`src/rtl/text_console_writer_core_assert.svh`:
```
// ----------------------------------------------------------------------------
// text console writer assertion macros
// shared property forms for the checks at the end of the top level
// ----------------------------------------------------------------------------
`ifndef TEXT_CONSOLE_WRITER_CORE_ASSERT_SVH
`define TEXT_CONSOLE_WRITER_CORE_ASSERT_SVH

// same-cycle implication, disabled while reset is applied
`define TCW_ASSERT_IMPLY(label, clk, rst_n, ante, cons) \
	label: assert property (@(posedge clk) disable iff (!(rst_n)) (ante) |-> (cons)) \
		else $error("%m: implication check failed");

// next-cycle implication, disabled while reset is applied
`define TCW_ASSERT_NEXT(label, clk, rst_n, ante, cons) \
	label: assert property (@(posedge clk) disable iff (!(rst_n)) (ante) |=> (cons)) \
		else $error("%m: next-cycle check failed");

`endif

```
`src/rtl/tcw_pkg.sv`:
```
// ----------------------------------------------------------------------------
// tcw_pkg
// shared types and constants of the text console writer
// ----------------------------------------------------------------------------
package tcw_pkg;

	localparam int COLUMNS_DEF = 80;
	localparam int ROWS_DEF    = 25;

	localparam int FUNC_W = 2;
	localparam int CHAR_W = 8;
	localparam int IDX_W  = 11;
	localparam int POS_W  = 11;
	localparam int DATA_W = 16;
	localparam int ATTR_W = 8;

	localparam int TAB_STEP = 8;

	localparam logic [ATTR_W-1:0] ATTR_RESET = 8'h0F;
	localparam logic [CHAR_W-1:0] BLANK_CHAR = 8'h20;

	// function codes
	localparam logic [FUNC_W-1:0] FUNC_PUT   = 2'd0;
	localparam logic [FUNC_W-1:0] FUNC_CLEAR = 2'd1;
	localparam logic [FUNC_W-1:0] FUNC_READ  = 2'd2;

	// control characters
	localparam logic [CHAR_W-1:0] CH_BS  = 8'h08;
	localparam logic [CHAR_W-1:0] CH_TAB = 8'h09;
	localparam logic [CHAR_W-1:0] CH_LF  = 8'h0A;
	localparam logic [CHAR_W-1:0] CH_CR  = 8'h0D;

	typedef enum logic [2:0] {
		CMD_PRINT,
		CMD_BS,
		CMD_TAB,
		CMD_CR,
		CMD_LF,
		CMD_NOP,
		CMD_CLEAR,
		CMD_READ
	} cmd_op_t;

	typedef struct packed {
		cmd_op_t           op;
		logic [CHAR_W-1:0] char_code;
		logic [IDX_W-1:0]  cell_index;
	} cmd_t;

	typedef struct packed {
		logic [POS_W-1:0]  cursor_position;
		logic [DATA_W-1:0] cell_data;
	} res_t;

	typedef struct packed {
		logic init;
		logic cmd_pop;
		logic res_push;
	} back_stat_t;

	typedef enum logic [1:0] {
		BST_FILL,
		BST_IDLE,
		BST_READ,
		BST_BLANK
	} bst_t;

	localparam int QUEUE_DEPTH = 2;

endpackage

```
`src/rtl/tcw_queue.sv`:
```
// ----------------------------------------------------------------------------
// tcw_queue
// small register queue used on both sides of the execution engine
// ----------------------------------------------------------------------------
module tcw_queue #(
	parameter int WIDTH = 8
) (
	input  logic             clk,
	input  logic             arst_n,
	input  logic             push,
	input  logic [WIDTH-1:0] wdata,
	input  logic             pop,
	output logic [WIDTH-1:0] rdata,
	output logic             full,
	output logic             empty
);

	localparam int DEPTH = tcw_pkg::QUEUE_DEPTH;
	localparam int PTR_W = $clog2(DEPTH);

	logic [WIDTH-1:0] slot_q [DEPTH];
	logic [PTR_W-1:0] wr_ptr_q;
	logic [PTR_W-1:0] rd_ptr_q;
	logic [PTR_W:0]   cnt_q;

	assign full  = (cnt_q == (PTR_W+1)'(DEPTH));
	assign empty = (cnt_q == '0);
	assign rdata = slot_q[rd_ptr_q];

	always_ff @(posedge clk) begin
		if (push) begin
			slot_q[wr_ptr_q] <= wdata;
		end
	end

	always_ff @(posedge clk or negedge arst_n) begin
		if (!arst_n) begin
			wr_ptr_q <= '0;
			rd_ptr_q <= '0;
			cnt_q    <= '0;
		end else begin
			if (push) begin
				wr_ptr_q <= wr_ptr_q + 1'b1;
			end
			if (pop) begin
				rd_ptr_q <= rd_ptr_q + 1'b1;
			end
			case ({push, pop})
				2'b10:   cnt_q <= cnt_q + 1'b1;
				2'b01:   cnt_q <= cnt_q - 1'b1;
				default: cnt_q <= cnt_q;
			endcase
		end
	end

endmodule

```
`config.mk`:
```
export PLATFORM = sky130hd
export DESIGN_NAME = tcw_queue
export DESIGN_NICKNAME = d
export VERILOG_FILES = /design/src/rtl/text_console_writer_core_assert.svh /design/src/rtl/tcw_pkg.sv /design/src/rtl/tcw_queue.sv
export SDC_FILE = /design/constraint.sdc
export NUM_CORES = 1
export LEC_CHECK = 0
export ABC_AREA = 0
export BUFFER_PORTS_ARGS = -buffer_cell sky130_fd_sc_hd__buf_4
export CORE_MARGIN = 2
export CORE_UTILIZATION = 45
export CTS_CLUSTER_DIAMETER = 30
export DETAILED_ROUTE_END_ITERATION = 16
export PLACE_DENSITY = 0.71
export SYNTH_ARGS = -nofsm -noshare
export SYNTH_HDL_FRONTEND = slang
export SYNTH_SLANG_ARGS = --single-unit
```
`constraint.sdc`:
```
create_clock -name clk -period 1.9 [get_ports clk]
set_input_delay 0.38 -clock clk [delete_from_list [all_inputs] [get_ports clk]]
set_output_delay 0.38 -clock clk [all_outputs]
set_load 0.03 [all_outputs]
```
==> results.md <==
- Largest net degree at the start of global routing: 12
- Hold Vio Cnt, Final: 0
- Share of post-route cells with drive strength above 1: 50.7%
- Hpwl dp: 866 um
- Tcrit/Tclk final: 94.9%
- Max-cap check violation count: 0
- Yosys Warn Count: 0
- Final Instance Count excl. Fillers: 83
- Register area share after synthesis: 76.2%
- Synth Instances: 41
- Clk_lat worst skew: 0.28 ns
- CTS Buf Count: 3
- FP Rows: 14
- Fill cell count: 122
- Kind of critical path: flip-flop to primary output
- Hold_ws: 0.269 ns
- Net Count, Synth: 54
- DR WL/cell: 13.2 um
- CTS tree: yes
- Startpoint types: flip-flop
- Starting Density: 49.4%
- All-Layer GR Usage: 12.2%
- Max Fclk: 0.555 GHz
- RR Endpoint: slot_q[0][0]
- RSZ-0062 raised after global routing: false
- Core Area: 0.00154 mm^2
- Layout Area Growth over Synthesis: 28.4%
- Crit path DAT: 1.42 ns
- Final setup violation count: 0
- Post-CTS Setup Inserts: 0
- Static Leak: 0.000398 uW
- #FFs+latches synth: 20
- Worst Skew: 0.00345 ns
- Routed WL: 1100 um
- Beginning of the critical path: rd_ptr_q
- DR iter-0 viols: 8
- Status: finished, final reports clean
- CP endpoint: rdata[5]
- Setup TNS: 0 ns
- First-pass DRT Iterations: 3
- Initial antenna violation count: 0
- Bufs on Longest Clock Path: 2
- Post-route ant nets: 0
- Placed insts: 78
- Worst reg2reg startpoint: wr_ptr_q
- Power per cell area: 1480 mW/mm^2
- Root Driver: clkbuf_4
- R2R cell count: 2
- Fin crit period: 1.80 ns
- Post-synth cell types: 11
- Die X: 45.2 um
- Die height: 45.2 um
- Worst-path fanout max: 9
- Global route total overflow: 0
- Vias in the first global route: 423
- Vias: 409
- Clock sinks: 20
- DRC viols: 0
- Clock slew at reported path FFs: 0.10 ns
- Slew @ Worst Pin: 0.375 ns
- Crit end category: primary output
- Reg2Reg Setup Slack: 0.70 ns
- VDD IR max: 0.851 mV
- Nets: 81
- Wire length of the first global-routing pass: 1750 um
- Mapped Area: 762 um^2
- GPL Wtd Cong: 0.670
- Headroom to the max-slew limit: 75.0%
- Worst path required time: 1.52 ns
- H-tree depth: 1
- Pins Over Slew Limit: 0
- Die area: 0.00204 mm^2
- Port bufs: 21
- Via-per-instance ratio: 4.93
- # IOs: 22
- Min-Delay Path Class: primary input to flip-flop
- Avg Cell Area, Syn: 18.6 um^2
- Inserted Diodes: 0
## timing repair
action | 4_1_cts | 5_1_grt
hold buffers | 1 | 0
hold endpoints to repair | 4 | 0
gates resized for setup | 0 | 0
## placed cells by master, fill, tap and decap left out
master / Yosys / final
buf_4: 0 / 22
edfxtp_1: 16 / 16
mux2_2: 8 / 8
dfrtp_1: 4 / 4
nor2_1: 3 / 3
xor2_1: 3 / 3
clkbuf_4: 0 / 3
xnor2_1: 2 / 2
inv_1: 1 / 1
and2_1: 1 / 1
and2b_2: 1 / 1
ha_1: 1 / 1
clkinv_1: 0 / 1
dlygate4sd3_1: 0 / 1
## worst min-delay path by stage
stage	startpoint	end	cells after the start
after floorplan	arst_n	cnt_q[0]	0
after global placement	arst_n	cnt_q[1]	1
after detailed placement	arst_n	cnt_q[0]	1
after CTS	pop	rd_ptr_q	2
after global routing	pop	rd_ptr_q	2
final	pop	rd_ptr_q	2
## per-stage QoR
step	area (um^2)	worst slack (ns)	power [uW]	util [%]
2_1_floorplan	762	0.605	1060	-
3_3_place_gp	942	0.414	1260	61.1
3_5_place_dp	942	0.408	1270	61.1
4_1_cts	978	0.0762	1460	63.5
5_1_grt	978	0.0194	1520	63.5
6_report	978	0.0966	1440	63.5
## final cells by class
| type | count | area [um^2] | share of cell area (%) |
|---|---|---|---|
| clock inverter | 1 | 3.75 | 0.384 |
| multi-input combinational | 19 | 173 | 17.6 |
| inverter | 1 | 3.75 | 0.384 |
| clock buffer | 3 | 22.5 | 2.30 |
| tap | 16 | 20.0 | 2.05 |
| timing repair buffer | 23 | 175 | 17.9 |
| sequential | 20 | 581 | 59.3 |
## registers in the layout, indices dropped and copies added (netlist names)
name,flops
cnt_q,2
slot_q,16
wr_ptr_q,1
rd_ptr_q,1
## logic make-up after synthesis
logic type / synth area share, %
buf+inv: 1.15
mux: 11.8
simple gates: 3.45
xor+xnor: 5.75
fa+ha+maj: 1.64
flops: 76.2
## critical path: stages, from the launching register on
cell	delay, ns
dfrtp_1	0.58
mux2_2	0.39
buf_4	0.17
## cells in the mapped netlist, drive strengths merged
| cell | count | share of area [%] |
|---|---|---|
| and2 | 1 | 0.82 |
| xnor2 | 2 | 2.3 |
| dfrtp | 4 | 13 |
| mux2 | 8 | 12 |
| and2b | 1 | 1.1 |
| ha | 1 | 1.6 |
| buf | 1 | 0.66 |
| nor2 | 3 | 1.5 |
| xor2 | 3 | 3.4 |
| inv | 1 | 0.49 |
| edfxtp | 16 | 63 |
## metal layers
metal / up-vias / track usage, % / routed length [um]
li1: 199 / - / -
met1: 197 / 14.3 / 476
met2: 13 / 21.4 / 552
met3: 0 / 4.00 / 67
met4: 0 / 3.53 / 0
met5: - / 0 / 0
## report_power, final
group	switching, uW	total (uW)	leakage [uW]	internal [uW]
Combinational	313	576	0.000186	263
Clock	113	189	0.0000154	76.2
Sequential	83.9	679	0.000197	595
Total	510	1440	0.000398	935
Note: power is estimated with default switching activity, not from simulation.
