<file path="src/rtl/text_console_writer_core_assert.svh">
// ----------------------------------------------------------------------------
// text console writer assertion macros
// shared property forms for the checks at the end of the top level
// ----------------------------------------------------------------------------
`ifndef TEXT_CONSOLE_WRITER_CORE_ASSERT_SVH
`define TEXT_CONSOLE_WRITER_CORE_ASSERT_SVH

// same-cycle implication, disabled while reset is applied
`define TCW_ASSERT_IMPLY(label, clk, rst_n, ante, cons) \
	label: assert property (@(posedge clk) disable iff (!(rst_n)) (ante) |-> (cons)) \
		else $error("%m: implication check failed");

// next-cycle implication, disabled while reset is applied
`define TCW_ASSERT_NEXT(label, clk, rst_n, ante, cons) \
	label: assert property (@(posedge clk) disable iff (!(rst_n)) (ante) |=> (cons)) \
		else $error("%m: next-cycle check failed");

`endif

</file>
<file path="src/rtl/tcw_pkg.sv">
// ----------------------------------------------------------------------------
// tcw_pkg
// shared types and constants of the text console writer
// ----------------------------------------------------------------------------
package tcw_pkg;

	localparam int COLUMNS_DEF = 80;
	localparam int ROWS_DEF    = 25;

	localparam int FUNC_W = 2;
	localparam int CHAR_W = 8;
	localparam int IDX_W  = 11;
	localparam int POS_W  = 11;
	localparam int DATA_W = 16;
	localparam int ATTR_W = 8;

	localparam int TAB_STEP = 8;

	localparam logic [ATTR_W-1:0] ATTR_RESET = 8'h0F;
	localparam logic [CHAR_W-1:0] BLANK_CHAR = 8'h20;

	// function codes
	localparam logic [FUNC_W-1:0] FUNC_PUT   = 2'd0;
	localparam logic [FUNC_W-1:0] FUNC_CLEAR = 2'd1;
	localparam logic [FUNC_W-1:0] FUNC_READ  = 2'd2;

	// control characters
	localparam logic [CHAR_W-1:0] CH_BS  = 8'h08;
	localparam logic [CHAR_W-1:0] CH_TAB = 8'h09;
	localparam logic [CHAR_W-1:0] CH_LF  = 8'h0A;
	localparam logic [CHAR_W-1:0] CH_CR  = 8'h0D;

	typedef enum logic [2:0] {
		CMD_PRINT,
		CMD_BS,
		CMD_TAB,
		CMD_CR,
		CMD_LF,
		CMD_NOP,
		CMD_CLEAR,
		CMD_READ
	} cmd_op_t;

	typedef struct packed {
		cmd_op_t           op;
		logic [CHAR_W-1:0] char_code;
		logic [IDX_W-1:0]  cell_index;
	} cmd_t;

	typedef struct packed {
		logic [POS_W-1:0]  cursor_position;
		logic [DATA_W-1:0] cell_data;
	} res_t;

	typedef struct packed {
		logic init;
		logic cmd_pop;
		logic res_push;
	} back_stat_t;

	typedef enum logic [1:0] {
		BST_FILL,
		BST_IDLE,
		BST_READ,
		BST_BLANK
	} bst_t;

	localparam int QUEUE_DEPTH = 2;

endpackage

</file>
<file path="src/rtl/tcw_front.sv">
// ----------------------------------------------------------------------------
// tcw_front
// takes input transactions and sorts them into console commands
// ----------------------------------------------------------------------------
module tcw_front (
	input  logic                        push,
	input  logic                        full,
	input  logic [tcw_pkg::FUNC_W-1:0]  func,
	input  logic [tcw_pkg::CHAR_W-1:0]  char_code,
	input  logic [tcw_pkg::IDX_W-1:0]   cell_index,
	output logic                        cmd_push,
	output tcw_pkg::cmd_t               cmd
);

	tcw_pkg::cmd_op_t char_op;

	assign cmd_push = push && !full;

	always_comb begin
		unique case (char_code)
			tcw_pkg::CH_BS:  char_op = tcw_pkg::CMD_BS;
			tcw_pkg::CH_TAB: char_op = tcw_pkg::CMD_TAB;
			tcw_pkg::CH_CR:  char_op = tcw_pkg::CMD_CR;
			tcw_pkg::CH_LF:  char_op = tcw_pkg::CMD_LF;
			default: begin
				// other control bytes leave everything alone
				if (char_code >= tcw_pkg::BLANK_CHAR) begin
					char_op = tcw_pkg::CMD_PRINT;
				end else begin
					char_op = tcw_pkg::CMD_NOP;
				end
			end
		endcase
	end

	always_comb begin
		cmd.char_code  = char_code;
		cmd.cell_index = cell_index;
		unique case (func)
			tcw_pkg::FUNC_PUT:   cmd.op = char_op;
			tcw_pkg::FUNC_CLEAR: cmd.op = tcw_pkg::CMD_CLEAR;
			tcw_pkg::FUNC_READ:  cmd.op = tcw_pkg::CMD_READ;
			default:             cmd.op = tcw_pkg::CMD_NOP;
		endcase
	end

endmodule

</file>
<file path="config.mk">
export PLATFORM = sky130hd
export DESIGN_NAME = tcw_front
export DESIGN_NICKNAME = d
export VERILOG_FILES = /design/src/rtl/text_console_writer_core_assert.svh /design/src/rtl/tcw_pkg.sv /design/src/rtl/tcw_front.sv
export SDC_FILE = /design/constraint.sdc
export NUM_CORES = 1
export LEC_CHECK = 0
export BUFFER_PORTS_ARGS = -buffer_cell sky130_fd_sc_hd__buf_2
export CORE_AREA = 2 2 39 41
export DETAILED_ROUTE_END_ITERATION = 8
export DIE_AREA = 0 0 41 43
export PLACE_DENSITY = 0.68
export SLEW_MARGIN = 20
export SYNTH_ARGS = -nofsm -noshare
export SYNTH_HDL_FRONTEND = slang
export SYNTH_SLANG_ARGS = --single-unit
</file>
<file path="constraint.sdc">
create_clock -name vclk -period 1
set_clock_uncertainty 0.15 [all_clocks]
set_input_delay 0.05 -clock vclk [all_inputs]
set_output_delay 0.05 -clock vclk [all_outputs]
set_load 0.02 [all_outputs]
</file>
==> load_flow_metrics.sql, run 1 <==
INSERT INTO impl_metrics (metric_group, metric, value, unit) VALUES
('outcome', 'run_status', 'complete, but fails checks', ''),
('outcome', 'violations', 'negative setup slack', ''),
('floorplanning', 'top_level_ports', '46', ''),
('layout', 'finalNetCount', '84', ''),
('floorplanning', 'start_util', '0.1917', ''),
('setup_path', 'critical_path_peak_fanout', '2', ''),
('yosys', 'synth_xor_xnor_area_share', '0.03302', ''),
('route', 'num_vias', '296', ''),
('setup_path', 'worst_ep_required_time', '800', 'ps'),
('floorplanning', 'die_area', '1763', 'um2'),
('yosys', 'synth_largest_type_area_fraction', '0.5377', ''),
('pwr', 'vdd.ir_drop.worst', '142.0', 'uV'),
('yosys', 'yosys-mux-area-fraction', '0', ''),
('min_path', 'timing.hold.worst.class', 'input pin to output port', ''),
('setup_path', 'critPathLaunchType', 'input pin', ''),
('timing', 'worst_slack', '-312.6', 'ps'),
('floorplanning', 'dieHeight', '43', 'um'),
('setup_path', 'timing.critical_path.arrival', '1110', 'ps'),
('route', 'total_wire_length', '711', 'um'),
('global_route', 'grt_first_pass_wirelength', '945', 'um'),
('placement', 'placed_area', '359.1', 'um2'),
('yosys', 'post_synth.cell_area_avg', '7.368', 'um2'),
('job', 'cap_violations', '0', ''),
('global_route', 'grt_max_degree', '4', ''),
('layout', 'multiInputGateArea', '155.1', 'um2'),
('route', 'detail-route-antenna-nets', '0', ''),
('global_route', 'first_global_vias', '213', ''),
('route', 'vias_per_cell', '4.055', ''),
('yosys', 'netlist_area', '265.3', 'um2'),
('pwr', 'post-layout-total-power', '269.9', 'uW'),
('yosys', 'main_combinational_cell_family_by_area_after_synthesis', 'buffers and inverters', ''),
('layout', 'final_cell_count_no_fill', '73', ''),
('layout', 'layout.cell_area.non_filler', '518.0', 'um2'),
('yosys', 'synth_area_leaders', 'sky130_fd_sc_hd__buf_4, sky130_fd_sc_hd__ha_1, sky130_fd_sc_hd__nor4b_1', ''),
('route', 'dr.pass1.iters', '1', ''),
('layout', 'seq_area', '0', 'um2'),
('yosys', 'synth_compound_gate_area_share', '0.1226', ''),
('yosys', 'post_synth_fa_ha_maj_area_fraction', '0.09434', ''),
('global_route', 'grt.total_usage', '0.07393', ''),
('yosys', 'synth.lib_cells_used.distinct', '14', ''),
('timing', 'setup_viol', '3', ''),
('setup_path', 'critical_path.endpoint_type', 'output port', ''),
('placement', 'routabilityCongestion', '0.5915', ''),
('placement', 'io_buffer_count', '24', ''),
('route', 'drt_first_iter_violations', '0', ''),
('timing', 'maxSlewHeadroom', '0.8274', ''),
('placement', 'dpl.hpwl', '517.3', 'um'),
('global_route', 'grt-ovfl-total', '0', ''),
('cts', 'cts.repair_timing.setup_buffer_count', '0', ''),
('timing', 'report.final.hold_viol_count', '0', ''),
('layout', 'antenna-diode-count', '0', ''),
('yosys', 'synth-simple-area-share', '0.1698', ''),
('timing', 'finalCritPeriodShare', '1.313', ''),
('yosys', 'yosysTopAreaCell', 'sky130_fd_sc_hd__buf_4', ''),
('floorplanning', 'placeableCoreArea', '1384', 'um2'),
('floorplanning', 'row_count', '14', ''),
('pwr', 'power_per_cell_area', '521.0', 'nW/um2'),
('yosys', 'synth-seq-area-share', '0', ''),
('route', 'drt_drc_violations_left', '0', ''),
('timing', 'post-route-min-period', '1313', 'ps'),
('yosys', 'postSynthNetCount', '61', ''),
('timing', 'timing.fmax', '0.7619', 'GHz'),
('layout', 'layout.filler_cells', '148', ''),
('yosys', 'yosysWarnings', '0', ''),
('timing', 'rsz0062_at_grt', 'yes', ''),
('timing', 'finalMaxSlewViolations', '0', ''),
('layout', 'sequential_cell_total', '0', ''),
('yosys', 'synthCells', '36', ''),
('route', 'per_cell_routed_wire_length', '9.740', 'um'),
('global_route', 'antenna_violations_before_repair', '0', ''),
('setup_path', 'crit_type', 'input pin to output port', ''),
('floorplanning', 'die_width', '41', 'um'),
('layout', 'area_growth_syn_to_layout', '95.28', '%'),
('timing', 'worst-slew-pin-transition', '255.3', 'ps'),
('pwr', 'cellLeakagePower', '0.2439', 'nW'),
('layout', 'post_route_cells_drive_above_1_share', '0.6491', ''),
('layout', 'count_of_clock_net_buffers_in_the_final_layout', '0', ''),
('placement', 'placedCellCount', '62', '');
==> synthesized netlist by cell type (all sizes together) <==
| library cell | number |
|---|---|
| a21oi | 1 |
| inv | 3 |
| nor2b | 1 |
| nor4b | 2 |
| or4b | 1 |
| o21ai | 1 |
| o31ai | 1 |
| buf | 19 |
| ha | 2 |
| a211o | 1 |
| nor2 | 1 |
| xnor2 | 1 |
| a31oi | 1 |
| nor3b | 1 |
==> power breakdown <==
group	total [mW]	switching, mW	internal, mW
clock network	0	0	0
registers	0	0	0
logic	0.270	0.139	0.131
total	0.270	0.139	0.131
==> cell families after synthesis <==
logic type | Yosys count
buf+inv | 22
xor+xnor | 1
simple gates | 6
compound gates | 5
fa+ha+maj | 2
==> routing by layer <==
layer  GRT usage  part of all wire  vias up
met5           0                 0        -
met4           0                 0        0
met3           0              0.13        0
met2      0.1375              0.57       22
met1     0.09494              0.31      128
li1            -                 -      146
==> path summary, 6_finish.rpt <==
kind	start	end	slack, ps	cells after the start
hold / removal	char_code[1]	cmd[12]	180	2
setup / recovery	func[1]	cmd[19]	-310	6
==> timing repair <==
action | in CTS | in global routing
hold endpoints to repair | 11 | 0
setup endpoints to repair | 3 | 3
gates resized for setup | 13 | 1
hold buffers | 11 | 0
pin swaps | 3 | 2
==> area by class of cell <==
type,count,area share
inverters,3,0.06039
multi-input cells,14,0.2995
well taps,16,0.03865
repair buffers,40,0.6014
==> worst max-delay path: stages <==
cell and delay, ps:
sky130_fd_sc_hd__buf_12 110, sky130_fd_sc_hd__inv_12 40, sky130_fd_sc_hd__ha_4 110, sky130_fd_sc_hd__or4b_4 460
sky130_fd_sc_hd__o31ai_4 190, sky130_fd_sc_hd__buf_6 140
==> stage by stage <==
stage | hold slack, ps | util | TNS [ps] | setup slack, ps
after floorplan | 24.80 | - | -200.2 | -200.2
after global placement | -49.86 | 0.2595 | -913.7 | -456.5
after detailed placement | -49.86 | 0.2595 | -967.5 | -466.3
after CTS | 187.6 | 0.3698 | -623.3 | -321.6
after global routing | 184.3 | 0.3743 | -744.2 | -334.1
final | 184.7 | 0.3743 | -598.2 | -312.6
==> cell usage in the layout (no fill, tap or decap), drive strengths merged, types with 2 or more instances in the layout <==
cell type	count
buf	29
ha	2
inv	3
dlygate4sd3	11
nor4b	2
(Power assumes the default switching activity.)
==> run 2: changes to the inputs <==
RECOVER_POWER = 100   (was default)
REMOVE_ABC_BUFFERS = 1   (was default)
==> run 2 against run 1 <==
The flow still finishes with violations (negative setup slack). Largest power group unchanged. Critical endpoint unchanged. First-iteration DRC count is 1 higher. Die area stayed put. Wire length rose by 32%. Highest routed layer unchanged. Non-clock buffer count shrank 1. Critical path depth is the same. Sequential share of layout area did not move. Global-route usage up 1.5 points. Utilization down 4.6 points. Combinational power fell by 9.6%. Hold slack better by 29 ps.
==> load_flow_metrics.sql, run 2 (synthesis gave the netlist of run 1 again) <==
INSERT INTO impl_metrics (metric_group, metric, value, unit) VALUES
('outcome', 'run_status', 'complete, but fails checks', ''),
('outcome', 'violations', 'negative setup slack', ''),
('pwr', 'swShare', '0.5475', ''),
('pwr', 'power_internal', '110.5', 'uW'),
('setup_path', 'worst_ep_required_time', '800', 'ps'),
('global_route', 'grt.total_usage', '0.08891', ''),
('route', 'dr.max_layer_used', 'met3', ''),
('layout', 'finalNetCount', '83', ''),
('setup_path', 'critical_path_peak_fanout', '2', ''),
('global_route', 'first_global_vias', '279', ''),
('route', 'total_wire_length', '942', 'um'),
('min_path', 'timing.hold.worst.class', 'input pin to output port', ''),
('layout', 'mostFrequentLayoutCells', 'sky130_fd_sc_hd__dlygate4sd3_1, sky130_fd_sc_hd__buf_2, sky130_fd_sc_hd__clkbuf_1', ''),
('global_route', 'grt_max_degree', '4', ''),
('pwr', 'power.share.sequential', '0', ''),
('timing', 'finalMaxSlewViolations', '0', ''),
('setup_path', 'worst-path-buf-inv', '3', ''),
('pwr', 'p_clk_frac', '0', ''),
('setup_path', 'slowest_stage', 'sky130_fd_sc_hd__or4b_4', ''),
('setup_path', 'critical_path.endpoint_type', 'output port', ''),
('route', 'per_cell_routed_wire_length', '13.08', 'um'),
('timing', 'rsz0062_at_grt', 'yes', ''),
('timing', 'finalCritPeriodShare', '1.347', ''),
('route', 'vias_per_cell', '4.194', ''),
('route', 'drt_drc_violations_left', '0', ''),
('timing', 'final.setup.tns', '-679.6', 'ps'),
('pwr', 'power_frac_comb', '1.000', ''),
('placement', 'io_buffer_count', '24', ''),
('floorplanning', 'placeableCoreArea', '1384', 'um2'),
('global_route', 'grt_first_pass_wirelength', '1166', 'um'),
('timing', 'post-route-min-period', '1347', 'ps'),
('setup_path', 'timing.critical_path.arrival', '1150', 'ps'),
('floorplanning', 'start_util', '0.1917', ''),
('route', 'num_vias', '302', ''),
('route', 'detail-route-antenna-nets', '0', ''),
('layout', 'seq_area', '0', 'um2'),
('pwr', 'cellLeakagePower', '0.2008', 'nW'),
('setup_path', 'slowest_stage_delay_on_critical_path', '460', 'ps'),
('layout', 'antenna-diode-count', '0', ''),
('route', 'met2RoutedLength', '541', 'um'),
('timing', 'report.final.hold_viol_count', '0', ''),
('floorplanning', 'row_count', '14', ''),
('floorplanning', 'dieHeight', '43', 'um'),
('timing', 'setup_viol', '3', ''),
('timing', 'worst-slew-pin-transition', '325.0', 'ps'),
('route', 'met3_wl', '81', 'um'),
('timing', 'worst_slack', '-346.7', 'ps'),
('placement', 'placedCellCount', '62', ''),
('layout', 'post_route_cells_drive_above_1_share', '0.4643', ''),
('global_route', 'antenna_violations_before_repair', '0', ''),
('floorplanning', 'top_level_ports', '46', ''),
('pwr', 'power_per_cell_area', '537.6', 'nW/um2'),
('placement', 'dpl.hpwl', '565.3', 'um'),
('floorplanning', 'die_width', '41', 'um'),
('global_route', 'grt-ovfl-total', '0', ''),
('pwr', 'vdd.ir_drop.worst', '206.8', 'uV'),
('layout', 'area_growth_syn_to_layout', '71.23', '%'),
('layout', 'sequential_cell_total', '0', ''),
('timing', 'maxSlewHeadroom', '0.7828', ''),
('timing', 'timing.fmax', '0.7426', 'GHz'),
('route', 'wirelength_met1', '319', 'um'),
('setup_path', 'crit_type', 'input pin to output port', ''),
('layout', 'final_cell_count_no_fill', '72', ''),
('placement', 'routabilityCongestion', '0.6245', ''),
('job', 'cap_violations', '0', ''),
('setup_path', 'timing.critical_path.cells', 'buf_8 > inv_4 > ha_4 > or4b_4 > o31ai_2 > buf_4', ''),
('setup_path', 'gate_family_responsible_for_the_most_delay_along_the_worst_path', 'simple AND/OR/NAND/NOR gates', ''),
('min_path', 'hold_path_startpoint', 'full', ''),
('setup_path', 'critPathLaunchType', 'input pin', ''),
('setup_path', 'timing.critical_path.from', 'func[1]', ''),
('route', 'dr.pass1.iters', '2', ''),
('route', 'drt_first_iter_violations', '1', ''),
('pwr', 'power.switching', '133.7', 'uW'),
('layout', 'count_of_clock_net_buffers_in_the_final_layout', '0', ''),
('floorplanning', 'die_area', '1763', 'um2');
## run 2: changes by cell type in the layout (fill, tap and decap cells not counted), sizes merged
cell    delta
buf       -10
clkbuf     +9
## run 2: power by group through the flow
stage,registers (mW),clock network [mW],logic [mW]
global placement,0,0,0.147
global route,0,0,0.261
detailed placement,0,0,0.149
finish,0,0,0.244
CTS,0,0,0.231
floorplan,0,0,0.0494
## run 2: tightest hold or removal path: stages
cell and delay [ps]:
sky130_fd_sc_hd__buf_2 70, sky130_fd_sc_hd__nor2b_1 30, sky130_fd_sc_hd__clkbuf_1 160
## run 2: cell type report
| cell class | instances | area, um2 |
|---|---|---|
| Timing Repair Buffer | 39 | 274.0 |
| Multi-Input combinational cell | 14 | 143.9 |
| Tap cell | 16 | 20.02 |
| Inverter | 3 | 16.27 |
| Fill cell | 144 | 929.6 |
## run 2: metal layers
| metal | vias up | track usage |
|---|---|---|
| met5 | - | 0 |
| met4 | 0 | 0 |
| met3 | 0 | 0 |
| met2 | 24 | 0.1688 |
| met1 | 135 | 0.1108 |
| li1 | 143 | - |
## run 2: path summary, 6_finish.rpt
kind	end	slack, ps	depth (start not counted)
setup / recovery	cmd[19]	-350	6
hold / removal	cmd_push	210	3
## run 2: through the flow
stage | hold slack, ps | worst slack [ps] | cell area, um2 | util | power, mW
after floorplan | -50.00 | -453.5 | 122.6 | - | 0.04939
after global placement | -49.74 | -388.6 | 300.3 | 0.2170 | 0.1471
final | 213.3 | -346.7 | 454.2 | 0.3282 | 0.2442
after CTS | 194.6 | -350.3 | 440.4 | 0.3183 | 0.2305
after detailed placement | -49.74 | -445.5 | 300.3 | 0.2170 | 0.1492
after global routing | 230.6 | -366.8 | 454.2 | 0.3282 | 0.2611
## run 2: what timing repair did
item                       in CTS  in global routing
hold endpoints to repair       11                  0
gates cloned                    0                  0
buffers inserted                0                  0
resized for setup               8                  8
pin swaps                       2                  1
hold buffers                   11                  0
setup endpoints to repair       3                  3
==> run 3: changes to the inputs <==
--- a/config.mk
+++ b/config.mk
@@ -13,4 +13,5 @@
 export RECOVER_POWER = 100
 export REMOVE_ABC_BUFFERS = 1
+export SETUP_SLACK_MARGIN = 0.02
 export SLEW_MARGIN = 20
 export SYNTH_ARGS = -nofsm -noshare
==> constraint.sdc (replaced) <==
create_clock -name vclk -period 1
set_clock_uncertainty 0.15 [all_clocks]
set_input_delay 0.05 -clock vclk [all_inputs]
set_output_delay 0.05 -clock vclk [all_outputs]
set_load 0.005 [all_outputs]
==> run 3 against run 2 <==
Hold slack worse by 68 ps. First-iteration DRC count increased by 100%. Setup slack better by 67 ps. Highest routed layer unchanged. Flip-flop and latch count did not move. Via count did not move. The flow still finishes with violations (negative setup slack). Largest power group unchanged. Fmax grew 5.2%.
==> load_flow_metrics.sql, run 3 (synthesis gave the netlist of run 1 again) <==
INSERT INTO impl_metrics (metric_group, metric, value, unit) VALUES
('placement', 'placedCellCount', '65', ''),
('setup_path', 'slowest_stage', 'sky130_fd_sc_hd__or4b_1', ''),
('layout', 'final_cell_count_no_fill', '75', ''),
('floorplanning', 'dieHeight', '43', 'um'),
('cts', 'cts.repair_timing.setup_buffer_count', '0', ''),
('timing', 'timing.fmax', '0.7813', 'GHz'),
('route', 'drt_first_iter_violations', '2', ''),
('setup_path', 'crit_type', 'input pin to output port', ''),
('floorplanning', 'top_level_ports', '46', ''),
('outcome', 'run_status', 'complete, but fails checks', ''),
('global_route', 'antenna_violations_before_repair', '0', ''),
('timing', 'post-route-min-period', '1280', 'ps'),
('route', 'dr.pass1.iters', '2', ''),
('placement', 'routabilityCongestion', '0.6261', ''),
('route', 'vias_per_cell', '4.027', ''),
('layout', 'seq_area', '0', 'um2'),
('timing', 'setup_viol', '3', ''),
('floorplanning', 'die_width', '41', 'um'),
('floorplanning', 'start_util', '0.1917', ''),
('setup_path', 'critical_path_peak_fanout', '2', ''),
('layout', 'mostFrequentLayoutCells', 'sky130_fd_sc_hd__buf_2, sky130_fd_sc_hd__dlygate4sd3_1, sky130_fd_sc_hd__clkbuf_1', ''),
('layout', 'layout.filler_cells', '143', ''),
('global_route', 'first_global_vias', '271', ''),
('timing', 'worst_slack', '-279.8', 'ps'),
('timing', 'rsz0062_at_grt', 'yes', ''),
('setup_path', 'critPathLaunchType', 'input pin', ''),
('pwr', 'vdd.ir_drop.worst', '120.4', 'uV'),
('global_route', 'grt-ovfl-total', '0', ''),
('job', 'cap_violations', '0', ''),
('setup_path', 'critical_path.endpoint_type', 'output port', ''),
('route', 'num_vias', '302', ''),
('timing', 'finalMaxSlewViolations', '0', ''),
('placement', 'io_buffer_count', '24', ''),
('layout', 'area_growth_syn_to_layout', '73.11', '%'),
('route', 'per_cell_routed_wire_length', '11.28', 'um'),
('layout', 'sequential_cell_total', '0', ''),
('pwr', 'post-layout-total-power', '174.6', 'uW'),
('timing', 'report.final.hold_viol_count', '0', ''),
('timing', 'maxSlewHeadroom', '0.7858', ''),
('placement', 'dpl.hpwl', '597', 'um'),
('timing', 'worst-slew-pin-transition', '316.8', 'ps'),
('global_route', 'grt_first_pass_wirelength', '1152', 'um'),
('pwr', 'power_per_cell_area', '380.3', 'nW/um2'),
('route', 'detail-route-antenna-nets', '0', ''),
('min_path', 'timing.hold.worst.class', 'input pin to output port', ''),
('global_route', 'grt.total_usage', '0.08791', ''),
('placement', 'dp_worst_setup_slack', '-386.1', 'ps'),
('floorplanning', 'row_count', '14', ''),
('setup_path', 'slowest_stage_delay_on_critical_path', '430', 'ps'),
('floorplanning', 'die_area', '1763', 'um2'),
('route', 'total_wire_length', '846', 'um'),
('setup_path', 'worst_ep_required_time', '800', 'ps'),
('layout', 'finalNetCount', '86', ''),
('layout', 'fin_util', '0.3318', ''),
('layout', 'post_route_cells_drive_above_1_share', '0.4915', ''),
('outcome', 'violations', 'negative setup slack', ''),
('floorplanning', 'placeableCoreArea', '1384', 'um2'),
('layout', 'antenna-diode-count', '0', ''),
('global_route', 'grt_max_degree', '4', ''),
('layout', 'count_of_clock_net_buffers_in_the_final_layout', '0', ''),
('route', 'drt_drc_violations_left', '0', ''),
('layout', 'layout_commonest_cell', 'sky130_fd_sc_hd__buf_2', ''),
('timing', 'finalCritPeriodShare', '1.280', ''),
('pwr', 'cellLeakagePower', '0.2130', 'nW'),
('timing', 'final.setup.tns', '-557.1', 'ps'),
('setup_path', 'timing.critical_path.cells', 'buf_8 > inv_4 > ha_4 > or4b_1 > o31ai_1 > buf_2', ''),
('setup_path', 'timing.critical_path.arrival', '1080', 'ps');
run 3: cell types whose count changed in the layout (fill, tap and decap cells not counted), sizes merged:
cell	change
clkbuf	-1
buf	+4
run 3: critical path, delay by kind of cell:
family	cells	cell delay (ps)
adder cells (fa/ha/maj)	1	120
AO/OA/AOI/OAI	1	190
AND/OR/NAND/NOR	1	430
buffers and inverters	3	300
run 3: layout make-up:
| class | instances | area [um2] | share of cell area |
|---|---|---|---|
| Tap cell | 16 | 20.02 | 0.04360 |
| Multi-Input combinational cell | 14 | 135.1 | 0.2943 |
| Timing Repair Buffer | 42 | 287.8 | 0.6267 |
| Inverter | 3 | 16.27 | 0.03542 |
run 3: per-stage QoR:
stage               hold slack (ps)  instance area (um2)
detailed placement           -49.93                322.8
global placement             -49.93                322.8
CTS                           143.4                466.7
finish                        144.9                459.2
floorplan                    -50.00                122.6
global route                  167.3                459.2
run 3: final timing paths:
path | startpoint | to | slack, ps | depth (start not counted)
setup / recovery | func[1] | cmd[19] | -280 | 6
hold / removal | char_code[3] | cmd[14] | 140 | 2
run 3: what timing repair did:
| item | CTS | global route |
|---|---|---|
| endpoints found under the setup margin | 3 | 3 |
| resized for setup | 10 | 1 |
| endpoints found under the hold margin | 11 | 0 |
| hold buffers | 11 | 0 |
| pin swaps | 2 | 0 |
run 3: power breakdown:
part | internal [mW] | switching (mW)
combinational | 0.107 | 0.0677
sequential | 0 | 0
clock | 0 | 0
total | 0.107 | 0.0677
run 3: routing by layer:
metal / share of wire / vias up / global-route usage / routed length, um
met2: 0.50 / 24 / 0.1625 / 427
met3: 0.12 / 0 / 0.01047 / 101
met5: 0 / - / 0 / 0
met4: 0 / 0 / 0 / 0
met1: 0.38 / 128 / 0.1076 / 318
li1: - / 150 / - / -
